===== src/rtl/scls_pkg.sv =====
`timescale 1ns / 1ps
// ----------------------------------------------------------------------------
// scls_pkg: shared types and constants of the column level scheduler
// Sizes of the level store and histogram, command codes, sequencer states
// and the operation codes of the shared compare/increment unit.
// ----------------------------------------------------------------------------
package scls_pkg;

   localparam int MAX_COLUMNS = 1024;
   localparam int COL_W       = $clog2(MAX_COLUMNS);
   localparam int NEXT_W      = COL_W + 1;
   localparam int LEVEL_LIMIT = 1024;
   localparam int FIELD_W     = 10;
   localparam int LVL_W       = $clog2(LEVEL_LIMIT);
   localparam int CNT_W       = 11;
   localparam int ALU_W       = 12;
   localparam int LEVEL_TOP   = LEVEL_LIMIT - 1;
   localparam int COUNT_TOP   = (1 << CNT_W) - 1;

   typedef logic signed [ALU_W-1:0] alu_word_type;

   typedef enum logic [1:0] {
      CMD_DEP   = 2'd0,
      CMD_CLOSE = 2'd1,
      CMD_READ  = 2'd2,
      CMD_NONE  = 2'd3
   } cmd_type;

   typedef enum logic {
      ALU_MAX,
      ALU_INC_SAT
   } alu_op_type;

   typedef enum logic [2:0] {
      ST_CLEAR,
      ST_IDLE,
      ST_DEP_CMP,
      ST_CLOSE_LVL,
      ST_CLOSE_RD,
      ST_CLOSE_INC,
      ST_BKT_OUT
   } state_type;

endpackage


===== src/rtl/scls_alu.sv =====
`timescale 1ns / 1ps
// ----------------------------------------------------------------------------
// scls_alu: shared compare/increment unit
// Signed maximum of two words, or increment of a word saturating at a limit.
// ----------------------------------------------------------------------------
module scls_alu (
   input  scls_pkg::alu_op_type   op,
   input  scls_pkg::alu_word_type a,
   input  scls_pkg::alu_word_type b,
   output scls_pkg::alu_word_type y
);
   import scls_pkg::*;

   logic a_ge_b;

   // one signed compare serves both operations
   assign a_ge_b = (a >= b);

   always_comb begin
      case (op)
         ALU_MAX:     y = a_ge_b ? a : b;
         ALU_INC_SAT: y = a_ge_b ? b : a + alu_word_type'(1);
         default:     y = a;
      endcase
   end

endmodule


===== config.mk =====
export PLATFORM = sky130hd
export DESIGN_NAME = scls_alu
export DESIGN_NICKNAME = d
export VERILOG_FILES = /design/src/rtl/scls_pkg.sv /design/src/rtl/scls_alu.sv
export SDC_FILE = /design/constraint.sdc
export NUM_CORES = 1
export LEC_CHECK = 0
export BUFFER_PORTS_ARGS = -buffer_cell sky130_fd_sc_hd__clkbuf_2
export CORE_MARGIN = 8
export CORE_UTILIZATION = 44
export DETAILED_ROUTE_END_ITERATION = 8
export PLACE_DENSITY_LB_ADDON = 0.08
export SLEW_MARGIN = 20
export SYNTH_ARGS = -nofsm -noshare
export SYNTH_HDL_FRONTEND = slang
export SYNTH_SLANG_ARGS = --single-unit

===== constraint.sdc =====
create_clock -name vclk -period 2.1
set_input_delay 0.21 -clock vclk [all_inputs]
set_output_delay 0.21 -clock vclk [all_outputs]
set_load 0.01 [all_outputs]

==> key figures, run 1 <==
Status
  – Status: complete, but fails checks
  – Failing checks: negative setup slack

Finish
  – # diodes: 0
  – Register area: 0 µm²
  – Area Growth Syn to Fin: 105.9%
  – Cell Count, Final, Fillers Out: between 200 and 250
  – CLK BUF: 0
  – Core Util, Final: a little over nine tenths
  – Seq_cells: 0
  – Fillcell total: 34
  – Layout cells sized above 1: around two thirds
  – # nets final: 250

STA
  – Setup TNS: -3919 ps
  – Setup violators final: 12
  – Worst-Margin Slew: between 400 and 500 ps
  – Slew headroom: roughly two thirds
  – Worst setup margin: -368.9 ps
  – Hold Fails Final Rpt: 0
  – F_max: between 400 and 500 MHz
  – Minimum clock period: between 2000 and 2500 ps
  – Hold_ws: between 800 and 900 ps
  – RSZ-0062 raised after global routing: true
  – Fin crit share: 117.6%
  – Max Slew Vio Count: 0

Synth
  – Syn Std Cell Area: just over 900 µm²
  – Dominant cell type by area after synthesis: ha_1
  – Dominant cells by area after synthesis: ha_1, nand3_1, inv_1, and3_1, o221a_2
  – Seq/Total Area, Yosys: 0%
  – Syn Inst Count: 132
  – Most frequent cells after synthesis: inv_1, nand3_1, ha_1
  – Cell variety after synth: 40
  – Yosys top cell area share: ~17%
  – Syn_area_per_cell: 7.062 µm²
  – Synth Net Count: 170
  – Syn. warnings: 0

GRT
  – Pin count of the biggest net entering global routing: 19
  – Total grt overflow: 0
  – First-pass GRT wire length: 7176 µm
  – Number of global-route vias before repair: 1487
  – Total track usage: between 20% and 30%
  – Initial antenna violation count: 0

Floorplanning
  – Row Count: 16
  – Die Span X: ~62 µm
  – Die area: 0.003847 mm²
  – Initial Utilization: ~47%
  – Core ar.: just under 0.002 mm²
  – Overall die height: 62.03 µm
  – IO Pins: 37

Detailed routing
  – # DRC: 0
  – DR vias/cell: a little over 7
  – DRT Pass-1 Iters: 5
  – WL final: a little over 6000 µm
  – DR WL/cell: roughly 26 µm
  – Post-route ant nets: 0
  – Vias post-DR: roughly 1700
  – DR iter-0 viols: about 210

Worst hold path
  – Hold EP: y[5]
  – Hold path depth: 3
  – Hold/Removal Path Class: in2out
  – Hold_sp: b[5]

Placed design
  – # port buffers: 37
  – Routability cong.: 0.9401
  – Place WS: -281.7 ps
  – Hpwl dp: around 2800 µm
  – Placed Instances: 228

Critical path
  – Critical Path RT: ~1900 ps
  – Crit start category: input pin
  – Kind of critical path: in2out
  – CP endpoint kind: output port
  – Critical path fanouts, max: 6
  – Arr. time, crit path: about 2300 ps

Pwr
  – Power Density: about 340 mW/mm²
  – Peak supply drop: between 0.0002 and 0.0003 V
  – Pleak: just under 0.0009 µW

Flow run
  – Max Cap Viol: 0

Clocking
  – CTS hold repair buffers: 0
[stage by stage]
stage,total power [µW],area [µm²]
floorplan,221.5,932.1
global placement,408.9,1414
detailed placement,417.5,1414
CTS,527.4,1722
global route,679.3,1919
finish,655.3,1919
[power breakdown]
group	switching [µW]	total (µW)	leakage, µW	internal, µW
combinational	327	655	0.000877	328
clock	0	0	0	0
sequential	0	0	0	0
total	327	655	0.000877	328
[cell usage in the layout (no fill, tap or decap), types with 7 or more instances in the layout]
cell      instances
buf_4            37
clkbuf_2         20
nand3_1          16
buf_6            14
ha_4             11
and3_1            9
a21oi_2           8
inv_2             7
inv_1             7
[area by class of cell]
type	instances	area [µm²]	share of cell area, %
timing repair buffer	81	640.6	33.38
multi-input combinational	111	1167	60.82
tap	27	33.78	1.760
inverter	18	77.57	4.042
[worst max-delay path by stage]
stage	from	slack (ps)	to
after floorplan	b[5]	0.9	y[0]
after global placement	b[6]	-240	y[0]
after detailed placement	b[6]	-280	y[6]
after CTS	b[2]	-210	y[0]
after global routing	b[11]	-420	y[6]
final	b[6]	-370	y[2]
[kinds of logic (layout without fill, tap and decap cells)]
family | Yosys count | count (layout) | synth area share (%)
AO/OA/AOI/OAI | 39 | 39 | 34.36
AND/OR/NAND/NOR | 52 | 52 | 31.28
XOR/XNOR | 2 | 2 | 2.685
multiplexers | 3 | 3 | 3.356
adder cells (fa/ha/maj) | 15 | 15 | 19.73
buffers and inverters | 21 | 99 | 8.590
[metal layers]
layer	vias up	GRT usage, %	part of all wire (%)
met5	-	0	0
li1	672	-	-
met3	60	1.646	12
met2	195	45.28	45
met4	0	5.844	7.1
met1	743	28.72	36
[worst max-delay path: stages]
cell and delay (ps):
clkbuf_2 100, inv_2 60, ha_4 290, nand4_4 120
o221ai_4 340, a21oi_4 120, a21o_4 260, xnor2_2 230
buf_6 180, o221a_4 190, clkbuf_2 140
[repair_timing]
| item | in CTS | in global routing |
|---|---|---|
| buffers inserted | 5 | 5 |
| hold endpoints to repair | 0 | 0 |
| pin swaps | 14 | 26 |
| endpoints found under the setup margin | 12 | 12 |
| gates resized for setup | 44 | 53 |
(Power assumes the default switching activity.)
==> inputs of run 2 (changes only) <==
Settings changed: ABC_AREA from default to 1.
==> key figures, run 2 <==
Status
  – Status: complete, no violations

Finish
  – Area Growth Syn to Fin: 55.88%
  – Most common cell after layout, fill and taps aside: nand2_1
  – Register area: 0 µm² (unchanged)
  – Most frequent cells in the layout: nand2_1, nand3_1, nand4_1, clkbuf_2, inv_1
  – Seq_cells: 0 (unchanged)
  – Layout cells sized above 1: 37.55% (-30 points)
  – # nets final: 293 (+17%)
  – Fillcell total: 217 (+540%)
  – CLK BUF: 0 (unchanged)
  – # diodes: 0 (unchanged)

GRT
  – Total grt overflow: 0 (unchanged)
  – Number of global-route vias before repair: 1230 (-17%)
  – Initial antenna violation count: 0 (unchanged)
  – Total track usage: 14.43% (-9.8 points)
  – First-pass GRT wire length: 5485 µm (-24%)
  – Pin count of the biggest net entering global routing: 24 (+5)

Clocking
  – CTS hold repair buffers: 0 (unchanged)

Synth
  – Dominant cell type by area after synthesis: nand2_1
  – Synth Net Count: 244 (+44%)
  – Yosys top cell area share: 21.50% (+4.1 points)
  – Most frequent cells after synthesis: nand2_1, inv_1, nand3_1
  – Syn. warnings: 0 (unchanged)
  – Dominant cells by area after synthesis: nand2_1, ha_1, nand4_1, nand3_1, inv_1
  – Syn Inst Count: 206 (+56%)
  – Cell variety after synth: 23 (-43%)
  – Syn_area_per_cell: 5.424 µm² (-23%)
  – Syn Std Cell Area: 0.001117 mm² (+20%)
  – Count leader, synth: nand2_1
  – Seq/Total Area, Yosys: 0% (unchanged)

Critical path
  – Crit path from: a[2]
  – Cell family with the largest share of critical-path delay: simple AND/OR/NAND/NOR gates
  – CP most frequent cell: nand2_1
  – Crit path buffers/inverters: 4 (unchanged)
  – Critical path's slowest cell: clkbuf_16
  – Arr. time, crit path: 1880 ps (-380 ps)
  – Kind of critical path: in2out
  – Critical Path RT: 1890 ps (about the same)
  – CP endpoint kind: output port
  – Slowest stage delay, CP: 260 ps (-80 ps)
  – Worst-path cell chain: buf_2 > ha_4 > nand2_2 > inv_1 > nand2_1 > nand2_1 > nand2_2 > nand4_4 > clkbuf_16 > nand4_1 > nand3_1 > nand2_1 > clkbuf_2
  – Crit start category: input pin
  – Critical path fanouts, max: 7 (+1)

Detailed routing
  – DR WL/cell: 13.45 µm (-48%)
  – # DRC: 0 (unchanged)
  – DR vias/cell: 5.290 (-25%)
  – Vias post-DR: 1497 (-10%)
  – Post-route ant nets: 0 (unchanged)
  – DR iter-0 viols: 101 (-52%)
  – WL final: 3806 µm (-38%)
  – DRT Pass-1 Iters: 4 (-1)

Floorplanning
  – Die Span X: 66.39 µm (+7.0%)
  – Initial Utilization: 45.94% (-1.1 points)
  – Row Count: 18 (+2)
  – Overall die height: 66.39 µm (+7.0%)
  – IO Pins: 37 (unchanged)
  – Die area: 0.004408 mm² (+15%)
  – Core ar.: 0.002432 mm² (+23%)

Worst hold path
  – Hold_sp: b[0]
  – Hold/Removal Path Class: in2out
  – Hold path depth: 4 (+1)
  – Hold EP: y[0]

STA
  – Setup violators final: 0 (-12)
  – Hold Fails Final Rpt: 0 (unchanged)
  – Max Slew Vio Count: 0 (unchanged)
  – Hold_ws: 758.6 ps (-48.00 ps)
  – Worst-Margin Slew: 439.5 ps (-46.24 ps)
  – Minimum clock period: 2086 ps (-383.3 ps)
  – F_max: 479.5 MHz (+18%)
  – Fin crit share: 99.31% (-18 points)
  – Slew headroom: 70.48% (+2.9 points)

Pwr
  – Peak supply drop: 0.0002140 V (-18%)
  – Power Density: 297.6 mW/mm² (-13%)
  – Power, Total: 518.3 µW (-21%)
  – Pleak: 0.0009507 µW (+8.4%)

Placed design
  – # port buffers: 37 (unchanged)
  – Routability cong.: 0.8217 (-13%)
  – Hpwl dp: 2490 µm (-11%)

Flow run
  – Max Cap Viol: 0 (unchanged)
run 2: cell count changes in the layout (fill, tap and decap cells not counted), sizes merged, moves of 7 or more:
cell / change
nand2: +64
buf: -34
nand4: +24
inv: +20
nand3: +16
a21oi: -9
and3: -9
clkbuf: +7
run 2: report_power, final:
part	switching, µW	internal, µW
Clock	0	0
Sequential	0	0
Combinational	285	233
Total	285	233
run 2: worst max-delay path by stage:
stage,slack [ps],to,cells after the start
after floorplan,330,y[10],11
after global placement,-20,y[0],16
after detailed placement,-30,y[0],15
after CTS,70,y[0],16
after global routing,-70,y[5],11
final,10,y[5],13
run 2: cells by family after synthesis:
group                    count (synthesis)  synth area share [%]
AND/OR/NAND/NOR                        133                 59.13
buffers and inverters                   48                 18.36
adder cells (fa/ha/maj)                 13                 14.56
XOR/XNOR                                 7                 5.487
AO/OA/AOI/OAI                            5                 2.463
run 2: timing repair:
item                       CTS  global route
cloned                       1             4
pin swaps                    0            25
setup buffers                0             4
resized for setup            5            54
setup endpoints to repair   12            12
run 2: through the flow:
| step | cell area (µm²) | TNS, ps | cells | utilization (%) | setup WS [ps] |
|---|---|---|---|---|---|
| final | 1742 | 0 | 283 | 71.60 | 14.42 |
| after global routing | 1742 | -285.2 | 283 | 71.60 | -67.45 |
| after CTS | 1415 | 0 | 275 | 58.18 | 69.59 |
| after detailed placement | 1373 | -133.2 | 274 | 56.43 | -33.02 |
| after global placement | 1373 | -119.5 | 274 | 56.43 | -24.55 |
| after floorplan | 1117 | 0 | 206 | - | 333.2 |
run 2: per-layer routing:
| metal | up-vias | track usage, % | share of wire, % |
|---|---|---|---|
| met1 | 654 | 21.19 | 47 |
| met4 | 0 | 0 | 1.3 |
| li1 | 789 | - | - |
| met3 | 7 | 0.8475 | 4.0 |
| met5 | - | 0 | 0 |
| met2 | 47 | 23.52 | 48 |
run 2: cell type report:
class / instances / area [µm²] / share of cell area (%)
Tap cell: 30 / 37.54 / 2.155
Multi-Input combinational cell: 161 / 1134 / 65.09
Inverter: 38 / 142.6 / 8.190
Timing Repair Buffer: 54 / 427.9 / 24.57
==> inputs of run 3 (changes only) <==
--- a/config.mk
+++ b/config.mk
@@ -9,2 +9,3 @@
 export BUFFER_PORTS_ARGS = -buffer_cell sky130_fd_sc_hd__clkbuf_2
+export CORE_ASPECT_RATIO = 1.25
 export CORE_MARGIN = 8
==> constraint.sdc (replaced) <==
create_clock -name vclk -period 2.1
set_input_delay 0.525 -clock vclk [all_inputs]
set_output_delay 0.525 -clock vclk [all_outputs]
set_load 0.01 [all_outputs]
==> key figures, run 3 (synthesis gave the netlist of run 2 again) <==
STA
  – F_max: 370.0 MHz (-23%)
  – Hold_ws: 1476 ps (+717.3 ps)
  – Setup TNS: -6759 ps (-6759 ps)
  – RSZ-0062 raised after global routing: true
  – Minimum clock period: 2703 ps (+617.4 ps)
  – Setup violators final: 12 (+12)
  – Fin crit share: 128.7% (+29 points)
  – Max Slew Vio Count: 0 (unchanged)
  – Slew headroom: 69.81% (-0.67 points)
  – Hold Fails Final Rpt: 0 (unchanged)
  – Worst-Margin Slew: 449.4 ps (+9.948 ps)
  – Worst setup margin: -603.0 ps (-617.4 ps)

GRT
  – Pin count of the biggest net entering global routing: 24 (unchanged)
  – Number of global-route vias before repair: 1709 (+39%)
  – Initial antenna violation count: 0 (unchanged)
  – Total track usage: 18.74% (+4.3 points)
  – First-pass GRT wire length: 6982 µm (+27%)
  – Total grt overflow: 0 (unchanged)

Placed design
  – # port buffers: 37 (unchanged)
  – Hpwl dp: 2985 µm (+20%)
  – Routability cong.: 0.8055 (-2.0%)

Finish
  – Most common cell after layout, fill and taps aside: nand2_1
  – Register area: 0 µm² (unchanged)
  – CLK BUF: 0 (unchanged)
  – Most frequent cells in the layout: nand2_1, buf_4, nand3_1
  – Layout cells sized above 1: 51.41% (+14 points)
  – # nets final: 324 (+11%)
  – Multi-input gate area: 0.001205 mm² (+6.3%)
  – # diodes: 0 (unchanged)
  – Area Growth Syn to Fin: 87.57%
  – Fillcell total: 145 (-33%)
  – Seq_cells: 0 (unchanged)

Detailed routing
  – Post-route ant nets: 0 (unchanged)
  – Vias post-DR: 1774 (+19%)
  – WL final: 4686 µm (+23%)
  – WL met2: 2420 µm (+33%)
  – DR WL/cell: 14.78 µm (+9.9%)
  – DR iter-0 viols: 106 (+5.0%)
  – M1 wire length: 1888 µm (+6.2%)
  – Top Layer Used: met4
  – DRT Pass-1 Iters: 4 (unchanged)
  – DR WL met3: 325 µm (+110%)
  – DR vias/cell: 5.596 (+5.8%)
  – # DRC: 0 (unchanged)

Critical path
  – CP endpoint kind: output port
  – Crit start category: input pin
  – Crit path buffers/inverters: 3 (-1)
  – Arr. time, crit path: 2180 ps (+300 ps)
  – Critical path's slowest cell: ha_4
  – Kind of critical path: in2out
  – CP most frequent cell: clkbuf_2
  – Worst-path cell chain: clkbuf_2 > inv_2 > ha_4 > nand4_1 > nor2_4 > nand2_4 > nand4_4 > nand3_4 > nand2_1 > nand3_1 > nand2_2 > clkbuf_2
  – Cell family with the largest share of critical-path delay: simple AND/OR/NAND/NOR gates
  – Slowest stage delay, CP: 250 ps (about the same)
  – Critical Path RT: 1570 ps (-320 ps)
  – Critical path fanouts, max: 11 (+4)

Pwr
  – Power, Total: 617.8 µW (+19%)
  – Power Density: 294.8 mW/mm² (-0.94%)
  – Peak supply drop: 0.0002112 V (-1.3%)
  – Pleak: 0.001137 µW (+20%)

Floorplanning
  – Row Count: 20 (+2)
  – Overall die height: 72.34 µm (+9.0%)
  – Initial Utilization: 46.03% (+0.095 points)
  – Die area: 0.004418 mm² (+0.23%)
  – Die Span X: 61.07 µm (-8.0%)
  – IO Pins: 37 (unchanged)
  – Core ar.: 0.002427 mm² (-0.21%)

Status
  – Status: complete, but fails checks
  – Failing checks: negative setup slack

Flow run
  – Max Cap Viol: 0 (unchanged)

Clocking
  – CTS hold repair buffers: 0 (unchanged)

Worst hold path
  – Hold/Removal Path Class: in2out
## run 3: power by group
part | switching (µW) | leakage, µW | internal (µW) | total [µW]
logic | 329 | 0.00114 | 288 | 618
registers | 0 | 0 | 0 | 0
clock network | 0 | 0 | 0 | 0
total | 329 | 0.00114 | 288 | 618
## run 3: worst paths after layout
check                 from    to  cells after the start  slack, ps
worst min-delay path  a[0]  y[0]                      6       1480
worst max-delay path  b[5]  y[2]                     12       -600
## run 3: repair_timing
item                                    4_1_cts  5_1_grt
pin swaps                                    17       14
buffers inserted                              3        4
resized for setup                            20       35
cloned                                        4        2
endpoints found under the setup margin       12       12
## run 3: routing by layer
layer	global-route usage, %	vias to the layer above
met3	0.5310	6
met2	32.52	101
met4	4.675	0
met5	0	-
li1	-	847
met1	23.95	820
## run 3: layout make-up
cell class | count | area share (%)
timing repair buffer | 86 | 32.66
tap | 33 | 1.970
inverter | 38 | 7.881
multi-input combinational | 160 | 57.49
## run 3: through the flow
step / instance area, µm² / utilization, % / setup WS, ps / std cells
finish: 2096 / 86.34 / -603.0 / 317
global route: 2096 / 86.34 / -712.1 / 317
CTS: 1901 / 78.30 / -451.3 / 311
detailed placement: 1753 / 72.22 / -576.0 / 304
global placement: 1753 / 72.22 / -506.8 / 304
floorplan: 1308 / - / -149.4 / 206
